$ cat src/hdl/srlm_pkg.sv
package srlm_pkg;

   localparam int ENTRIES     = 256;
   localparam int LIST_IDS    = 1024;
   localparam int LIST_W      = 10;
   localparam int ADDR_W      = 32;
   localparam int LEN_W       = 6;
   localparam int FUNC_W      = 2;
   localparam int MAX_LEN     = 32;
   localparam int LIST_IDX_W  = $clog2(LIST_IDS);

   localparam logic [FUNC_W-1:0] OP_ADD     = 2'd0;
   localparam logic [FUNC_W-1:0] OP_DISABLE = 2'd1;
   localparam logic [FUNC_W-1:0] OP_QUERY   = 2'd2;

   // Operation carried along the cell chain.
   localparam logic [1:0] CMD_NONE    = 2'd0;
   localparam logic [1:0] CMD_ADD     = 2'd1;
   localparam logic [1:0] CMD_DISABLE = 2'd2;
   localparam logic [1:0] CMD_QUERY   = 2'd3;

   typedef struct packed {
      logic [1:0]        cmd;
      logic              pass2;
      logic [LIST_W-1:0] list;
      logic [ADDR_W-1:0] addr;
      logic [LEN_W-1:0]  len;
      logic              claimed;
      logic              dup;
   } token_type;

   typedef struct packed {
      logic              lookup;
      logic [LIST_W-1:0] list;
   } map_req_type;

   function automatic logic [ADDR_W-1:0] len_mask(input logic [LEN_W-1:0] len);
      logic [ADDR_W-1:0] m;
      m = '0;
      for (int i = 0; i < ADDR_W; i++) begin
         if (len > LEN_W'(i)) begin
            m[ADDR_W-1-i] = 1'b1;
         end
      end
      return m;
   endfunction

endpackage

$ cat src/hdl/srlm_cell.sv
// One rule slot. The token moves one cell per cycle.
module srlm_cell (
   input  logic                         clock,
   input  logic                         reset,
   input  srlm_pkg::token_type          tok_in,
   output srlm_pkg::map_req_type        map_req,
   output srlm_pkg::token_type          tok_out
);
   logic                            valid_ff, valid_in;
   logic [srlm_pkg::LIST_W-1:0]     list_ff, list_in;
   logic [srlm_pkg::ADDR_W-1:0]     prefix_ff, prefix_in;
   logic [srlm_pkg::LEN_W-1:0]      len_ff, len_in;
   srlm_pkg::token_type             tok_ff, tok_in_n;
   logic [srlm_pkg::ADDR_W-1:0]     m;
   logic                            addr_hit;

   always_comb begin
      m        = srlm_pkg::len_mask(len_ff);
      addr_hit = valid_ff && ((tok_in.addr & m) == prefix_ff);
      valid_in  = valid_ff;
      list_in   = list_ff;
      prefix_in = prefix_ff;
      len_in    = len_ff;
      tok_in_n  = tok_in;
      map_req.lookup = 1'b0;
      map_req.list   = list_ff;
      case (tok_in.cmd)
         srlm_pkg::CMD_ADD: begin
            if (valid_ff && list_ff == tok_in.list && len_ff == tok_in.len &&
                prefix_ff == tok_in.addr) begin
               tok_in_n.dup = 1'b1;
            end
            if (!valid_ff && !tok_in.claimed) begin
               tok_in_n.claimed = 1'b1;
            end
         end
         srlm_pkg::CMD_DISABLE: begin
            if (valid_ff && list_ff == tok_in.list) begin
               valid_in = 1'b0;
            end
         end
         srlm_pkg::CMD_QUERY: begin
            map_req.lookup = addr_hit;
         end
         default: begin
         end
      endcase
   end

   // Second add pass: store in the claimed slot when no duplicate was found.
   logic commit;
   assign commit = tok_in.cmd == srlm_pkg::CMD_ADD && tok_in.pass2 && !tok_in.dup &&
                   !valid_ff && !tok_in.claimed;

   always_ff @(posedge clock) begin
      if (reset) begin
         valid_ff <= 1'b0;
         tok_ff   <= '0;
      end else begin
         valid_ff <= commit ? 1'b1 : valid_in;
         tok_ff   <= tok_in_n;
      end
      if (commit) begin
         list_ff   <= tok_in.list;
         prefix_ff <= tok_in.addr;
         len_ff    <= tok_in.len;
      end else begin
         list_ff   <= list_in;
         prefix_ff <= prefix_in;
         len_ff    <= len_in;
      end
   end

   assign tok_out = tok_ff;
endmodule

$ cat config.mk
export PLATFORM = sky130hd
export DESIGN_NAME = srlm_cell
export DESIGN_NICKNAME = d
export VERILOG_FILES = /design/src/hdl/srlm_pkg.sv /design/src/hdl/srlm_cell.sv
export SDC_FILE = /design/constraint.sdc
export NUM_CORES = 1
export LEC_CHECK = 0
export BUFFER_PORTS_ARGS = -buffer_cell sky130_fd_sc_hd__buf_2
export CAP_MARGIN = 20
export CORE_MARGIN = 2
export CORE_UTILIZATION = 55
export CTS_CLUSTER_DIAMETER = 200
export DETAILED_ROUTE_END_ITERATION = 8
export MAX_ROUTING_LAYER = met4
export PLACE_DENSITY = 0.83
export SYNTH_ARGS = -nofsm -noshare
export SYNTH_HDL_FRONTEND = slang
export SYNTH_SLANG_ARGS = --single-unit
export TNS_END_PERCENT = 20
$ cat constraint.sdc
create_clock -name clock -period 4.2 [get_ports clock]
set_input_delay 0.42 -clock clock [delete_from_list [all_inputs] [get_ports clock]]
set_output_delay 0.42 -clock clock [all_outputs]
set_load 0.01 [all_outputs]
==> results of run 1 <==
## area by class of cell
class,instances,area [um2]
Clock buffer,10,127.6
Clock inverter,6,45.04
Fill cell,638,2497
Inverter,11,41.29
Multi-Input combinational cell,252,1700
Sequential cell,102,2522
Tap cell,102,127.6
Timing Repair Buffer,121,625.6
## through the flow
| stage | cell area (um2) | hold WS, ns | power (mW) | worst slack, ns | cells |
|---|---|---|---|---|---|
| after floorplan | 4338 | 0.4793 | 1.195 | 1.621 | 383 |
| after global placement | 4997 | 0.4964 | 1.279 | 1.191 | 587 |
| after detailed placement | 4997 | 0.5179 | 1.284 | 1.062 | 587 |
| after CTS | 5170 | 0.2454 | 1.835 | 0.6583 | 603 |
| after global routing | 5190 | 0.2445 | 1.887 | 0.4107 | 604 |
| final | 5190 | 0.2586 | 1.823 | 0.6345 | 604 |
## power by group through the flow
stage | clock network (mW) | logic [mW] | registers, mW
2_1_floorplan | 0 | 0.0751 | 1.12
6_report | 0.562 | 0.178 | 1.08
3_3_place_gp | 0 | 0.173 | 1.11
4_1_cts | 0.573 | 0.179 | 1.08
5_1_grt | 0.606 | 0.194 | 1.09
3_5_place_dp | 0 | 0.178 | 1.11
## cells in the mapped netlist, types with 2 or more instances
| master | instances |
|---|---|
| nand3b_1 | 2 |
| a211oi_1 | 2 |
| mux2i_1 | 3 |
| o21ai_0 | 13 |
| nand4_1 | 15 |
| buf_2 | 6 |
| o21a_1 | 2 |
| nor2b_1 | 57 |
| or3_1 | 3 |
| edfxtp_1 | 48 |
| nand2_1 | 11 |
| a21o_1 | 2 |
| dfxtp_1 | 54 |
| inv_1 | 11 |
| clkbuf_1 | 11 |
| nor2_1 | 19 |
| o41ai_1 | 2 |
| nand3_1 | 6 |
| and2_1 | 2 |
| nor3_1 | 2 |
| a21oi_1 | 14 |
| nand2b_1 | 5 |
| and3_1 | 3 |
| o21ai_2 | 2 |
| xor2_1 | 10 |
| a2111oi_0 | 5 |
| a221oi_1 | 2 |
| nor3b_1 | 2 |
| or4_1 | 2 |
| xnor2_1 | 45 |
| nor4_1 | 4 |
## final timing paths
| kind | start | to | slack (ns) | cells past startpoint |
|---|---|---|---|---|
| worst min register to register | valid_ff | valid_ff | 0.54 | 2 |
| worst max-delay path | len_ff[4] | map_req[10] | 0.63 | 7 |
| worst min-delay path | tok_in[42] | list_ff[2] | 0.26 | 1 |
| worst max register to register | len_ff[0] | tok_out[0] | 2.14 | 5 |
## kinds of logic (layout without fill, tap and decap cells)
kind of cell / count (synthesis) / in the layout / share of synthesized area [%]
xor gates and xnor gates: 55 / 55 / 11.10
muxes: 4 / 4 / 0.9518
and+or+nand+nor: 137 / 137 / 18.17
buffers and inverters: 29 / 148 / 2.682
DFF: 102 / 102 / 58.15
AOI/OAI and AO/OA: 56 / 56 / 8.942
## flip-flops by register name, summed over array words and instances, names as in the netlist
register and count:
tok_out 53, list_ff 10, len_ff 6, valid_ff 1, prefix_ff 32
## metal layers
layer  GRT usage, %  vias up  wire, um
li1               -     1575         -
met1          33.85     1504      4708
met2          40.58      117      4999
met3          3.987       19       592
met4          7.721        0       170
met5              -        -         0
## critical path, cell delays in order (launching register included)
cell and delay, ns:
edfxtp_1 0.64, or3_1 0.58, a21oi_1 0.18, mux2_2 0.34
a2111oi_0 0.41, nand4_1 0.19, nor4_2 0.29, buf_2 0.17
==> out/results.tsv, run 1 <==
metric	value	unit
status	completed	
sequential share of power	59.4	%
post-layout util	67.51	%
number of global-route vias before repair	3133	
Int Power	1.373	mW
Tightest Pin Transition	0.9507	ns
share of post-route cells with drive strength above 1	28.29	%
io pins	119	
Layout area overhead	19.64	%
first-pass GRT wire length	16410	um
EDFF count, synth	48	
RSZ-0062 raised after global routing	no	
detailed-route via count	3215	
Arrival @ worst endpoint	3.15	ns
Initial Util	56.43	%
fin crit share	84.89	%
Synthesized Nets	438	
1st-pass router iterations	4	
gpl congestion	0.9135	
Final setup viols	0	
leading area contributor after synthesis	edfxtp_1	
Max Clk Rate	280.5	MHz
Total GRT Usage	25.45	%
logic gate share of total power	9.8	%
gr ovfl total	0	
Net Sw Frac	24.70	%
sequential area share after synthesis	58.15	%
Clock Power Share	30.8	%
Synth Instances	383	
DRT iter0 DRCs	226	
critical path type	flip-flop to primary output	
Synth async-reset ratio	0	%
clock root buffer	clkbuf_8	
Slew Limit Fails	0	
CTS Hold Bufs	0	
Peak supply drop	272.1	uV
CP max FO	16	
Switching Power	0.4503	mW
Residual DRC	0	
hpwl dp	7644	um
Max Cap Viol	0	
cts bufs inserted	9	
commonest non-fill, non-tap cell in the layout	buf_2	
Total Routed Length	10470	um
chip width	92.81	um
Synth Flop Type	dfxtp_1	
clk slew on worst S/H paths	0.11	ns
cts repair resizes	0	
Yosys warning total	0	
WL/cell	17.34	um
n_diodes	0	
Die Y	92.81	um
Critical Path RT	3.78	ns
buffers added on ports	118	
Setup crit end kind	primary output	
CTS sink cnt	102	
cell leakage power	2.071	nW
largest net degree at the start of global routing	55	
antenna-violating nets left	0	
Die ar.	0.008614	mm2
synthesized cell area	0.004338	mm2
Synth area leaders	edfxtp_1 (33%), dfxtp_1 (25%), xnor2_1 (9.1%)	
most frequent cells in the layout	buf_2 (118), nor2b_1 (57), dfxtp_1 (54)	
Tmin final	3.566	ns
HP Class	primary input to flip-flop	
synth unique cells	49	
fin nets	552	
Slew HR	36.62	%
H-Tree Depth	3	
Yosys top cell area share	33.23	%
Power Dens Cells	351.2	mW/mm2
Setup Buffers After CTS	0	
vias per std cell	5.323	
Synth Register Bits	102	
Longest Clk Path Bufs	2	
standard-cell row count	32	
Fin Setup TNS	0	ns
syn_area_per_cell	11.33	um2
CTS tree	yes	
CP Launch Type	flip-flop	
Core Area	0.007687	mm2
clk_lat worst skew	0.37	ns
initial antenna violation count	0	
Final Hold Vio Count	0	
post-route clock skew	0.01425	ns
Power figures use the tool's default switching activity.
==> run 2, diff against run 1 <==
--- a/config.mk
+++ b/config.mk
@@ -8,11 +8,11 @@
 export BUFFER_PORTS_ARGS = -buffer_cell sky130_fd_sc_hd__buf_2
 export CAP_MARGIN = 20
 export CORE_MARGIN = 2
-export CORE_UTILIZATION = 55
+export CORE_UTILIZATION = 52
 export CTS_CLUSTER_DIAMETER = 200
 export DETAILED_ROUTE_END_ITERATION = 8
 export MAX_ROUTING_LAYER = met4
-export PLACE_DENSITY = 0.83
+export PLACE_DENSITY = 0.79
 export SYNTH_ARGS = -nofsm -noshare
 export SYNTH_HDL_FRONTEND = slang
 export SYNTH_SLANG_ARGS = --single-unit
==> constraint.sdc (replaced) <==
create_clock -name clock -period 3.6 [get_ports clock]
set_input_delay 0.36 -clock clock [delete_from_list [all_inputs] [get_ports clock]]
set_output_delay 0.36 -clock clock [all_outputs]
set_load 0.01 [all_outputs]
==> run 2 against run 1 <==
Critical path depth is the same. Via count grew 2.9%. Non-clock buffer count grew 2. Die area grew 5.5%. Wire length shrank 3.2%. Total power grew 19%. First-iteration DRC count shrank 9.3%. Sequential share of layout area shrank 0.45 points. Register-to-register slack lost 0.56 ns. Global-route usage shrank 1.5 points. Largest cell class unchanged.
==> out/results.tsv, run 2 (synthesis results as in run 1) <==
metric	value	unit
Power Dens Cells	414.6	mW/mm2
Final Hold Vio Count	0	
CP startpoint	len_ff[3]	
Slew HR	35.88	%
number of global-route vias before repair	3137	
gpl congestion	0.9853	
post-route clock skew	0.008367	ns
Tmin final	3.353	ns
fin nets	554	
n_diodes	0	
Max stage delay cell, worst path	or3_1	
standard-cell row count	33	
CTS tree	yes	
slack of the worst reg-to-reg path	1.58	ns
Overall Power	2.172	mW
largest net degree at the start of global routing	55	
Die Y	95.34	um
cell leakage power	2.101	nW
Arrival @ worst endpoint	2.99	ns
H-Tree Depth	3	
Max Cap Viol	0	
gr ovfl total	0	
HP Class	primary input to flip-flop	
commonest non-fill, non-tap cell in the layout	buf_2	
most frequent cells in the layout	buf_2 (118), nor2b_1 (57), dfxtp_1 (54)	
detailed-route via count	3309	
Max Clk Rate	298.3	MHz
Fin Setup TNS	0	ns
Slew Limit Fails	0	
clk slew on worst S/H paths	0.11	ns
Critical Path RT	3.24	ns
RSZ-0062 raised after global routing	no	
Setup Buffers After CTS	0	
fin crit share	93.13	%
CTS sink cnt	102	
1st-pass router iterations	5	
Final setup viols	0	
io pins	119	
chip width	95.34	um
CTS Hold Bufs	0	
hpwl dp	7381	um
Peak supply drop	277.7	uV
number of flip-flops in the largest register	53	
antenna-violating nets left	0	
Die ar.	0.009089	mm2
Total GRT Usage	23.97	%
cts bufs inserted	9	
min-delay src	tok_in[44]	
CP Launch Type	flip-flop	
CP max FO	5	
share of post-route cells with drive strength above 1	28.97	%
worst path cell trace	or3_1, a21oi_1, mux2_2, a2111oi_0, nand4_1, nor4_2, buf_2	
Tightest Pin Transition	0.9618	ns
clk_lat worst skew	0.37	ns
Post-DP Area	0.005016	mm2
clock root buffer	clkbuf_8	
Design Area, Final	0.005239	mm2
WL/cell	16.65	um
Setup crit end kind	primary output	
Residual DRC	0	
max incr delay on CP	0.54	ns
Hold Path Depth	1	
buffers added on ports	118	
Total Routed Length	10140	um
first-pass GRT wire length	16020	um
DRT iter0 DRCs	205	
critical path type	flip-flop to primary output	
cts repair resizes	0	
r2r endpoint	tok_out[0]	
status	completed	
vias per std cell	5.433	
Worst R2R Start	len_ff[0]	
Worst Hold End	list_ff[4]	
Layout area overhead	20.77	%
worst reg2reg path depth	5	
initial antenna violation count	0	
Initial Util	53.33	%
Core Area	0.008134	mm2
Longest Clk Path Bufs	2	
-- run 2: worst max-delay path by stage --
| stage | depth (start not counted) | slack (ns) | endpoint |
|---|---|---|---|
| CTS | 7 | 0.34 | map_req[10] |
| global placement | 7 | 0.83 | map_req[10] |
| floorplan | 7 | 1.08 | map_req[10] |
| finish | 7 | 0.25 | map_req[10] |
| global route | 7 | 0.05 | map_req[10] |
| detailed placement | 7 | 0.76 | map_req[10] |
-- run 2: per-stage QoR --
stage / setup WS, ns / cells / hold slack, ns / utilization [%]
after floorplan: 1.081 / 383 / 0.4589 / -
after detailed placement: 0.7577 / 592 / 0.5089 / 61.67
final: 0.2472 / 609 / 0.1963 / 64.41
after CTS: 0.3378 / 608 / 0.1833 / 64.16
after global routing: 0.04669 / 609 / 0.1721 / 64.41
after global placement: 0.8330 / 592 / 0.4962 / 61.67
-- run 2: routing by layer --
| layer | part of all wire [%] | GRT usage, % | vias to the layer above |
|---|---|---|---|
| li1 | - | - | 1583 |
| met1 | 44 | 32.62 | 1567 |
| met2 | 47 | 35.68 | 136 |
| met3 | 6.1 | 5.534 | 23 |
| met4 | 2.4 | 7.609 | 0 |
| met5 | 0 | - | - |
-- run 2: power breakdown --
| part | leakage, nW | switching (mW) | internal [mW] | total [mW] |
|---|---|---|---|---|
| Clock | 0.102 | 0.427 | 0.275 | 0.702 |
| Sequential | 0.884 | 0.0123 | 1.25 | 1.26 |
| Combinational | 1.12 | 0.113 | 0.0944 | 0.208 |
| Total | 2.10 | 0.552 | 1.62 | 2.17 |
-- run 2: layout make-up --
cell class | count | area, um2
fill | 670 | 2895
inverter | 11 | 41.29
clock inverter | 7 | 78.83
tap | 105 | 131.4
clock buffer | 9 | 123.9
sequential | 102 | 2522
multi-input combinational | 252 | 1700
timing repair buffer | 123 | 640.6
-- run 2: critical path, delay by kind of cell (launching register included) --
kind | cells | cell delay (ns)
buffers and inverters | 1 | 0.18
AOI/OAI and AO/OA | 2 | 0.61
DFF | 1 | 0.43
muxes | 1 | 0.34
and+or+nand+nor | 3 | 1.06
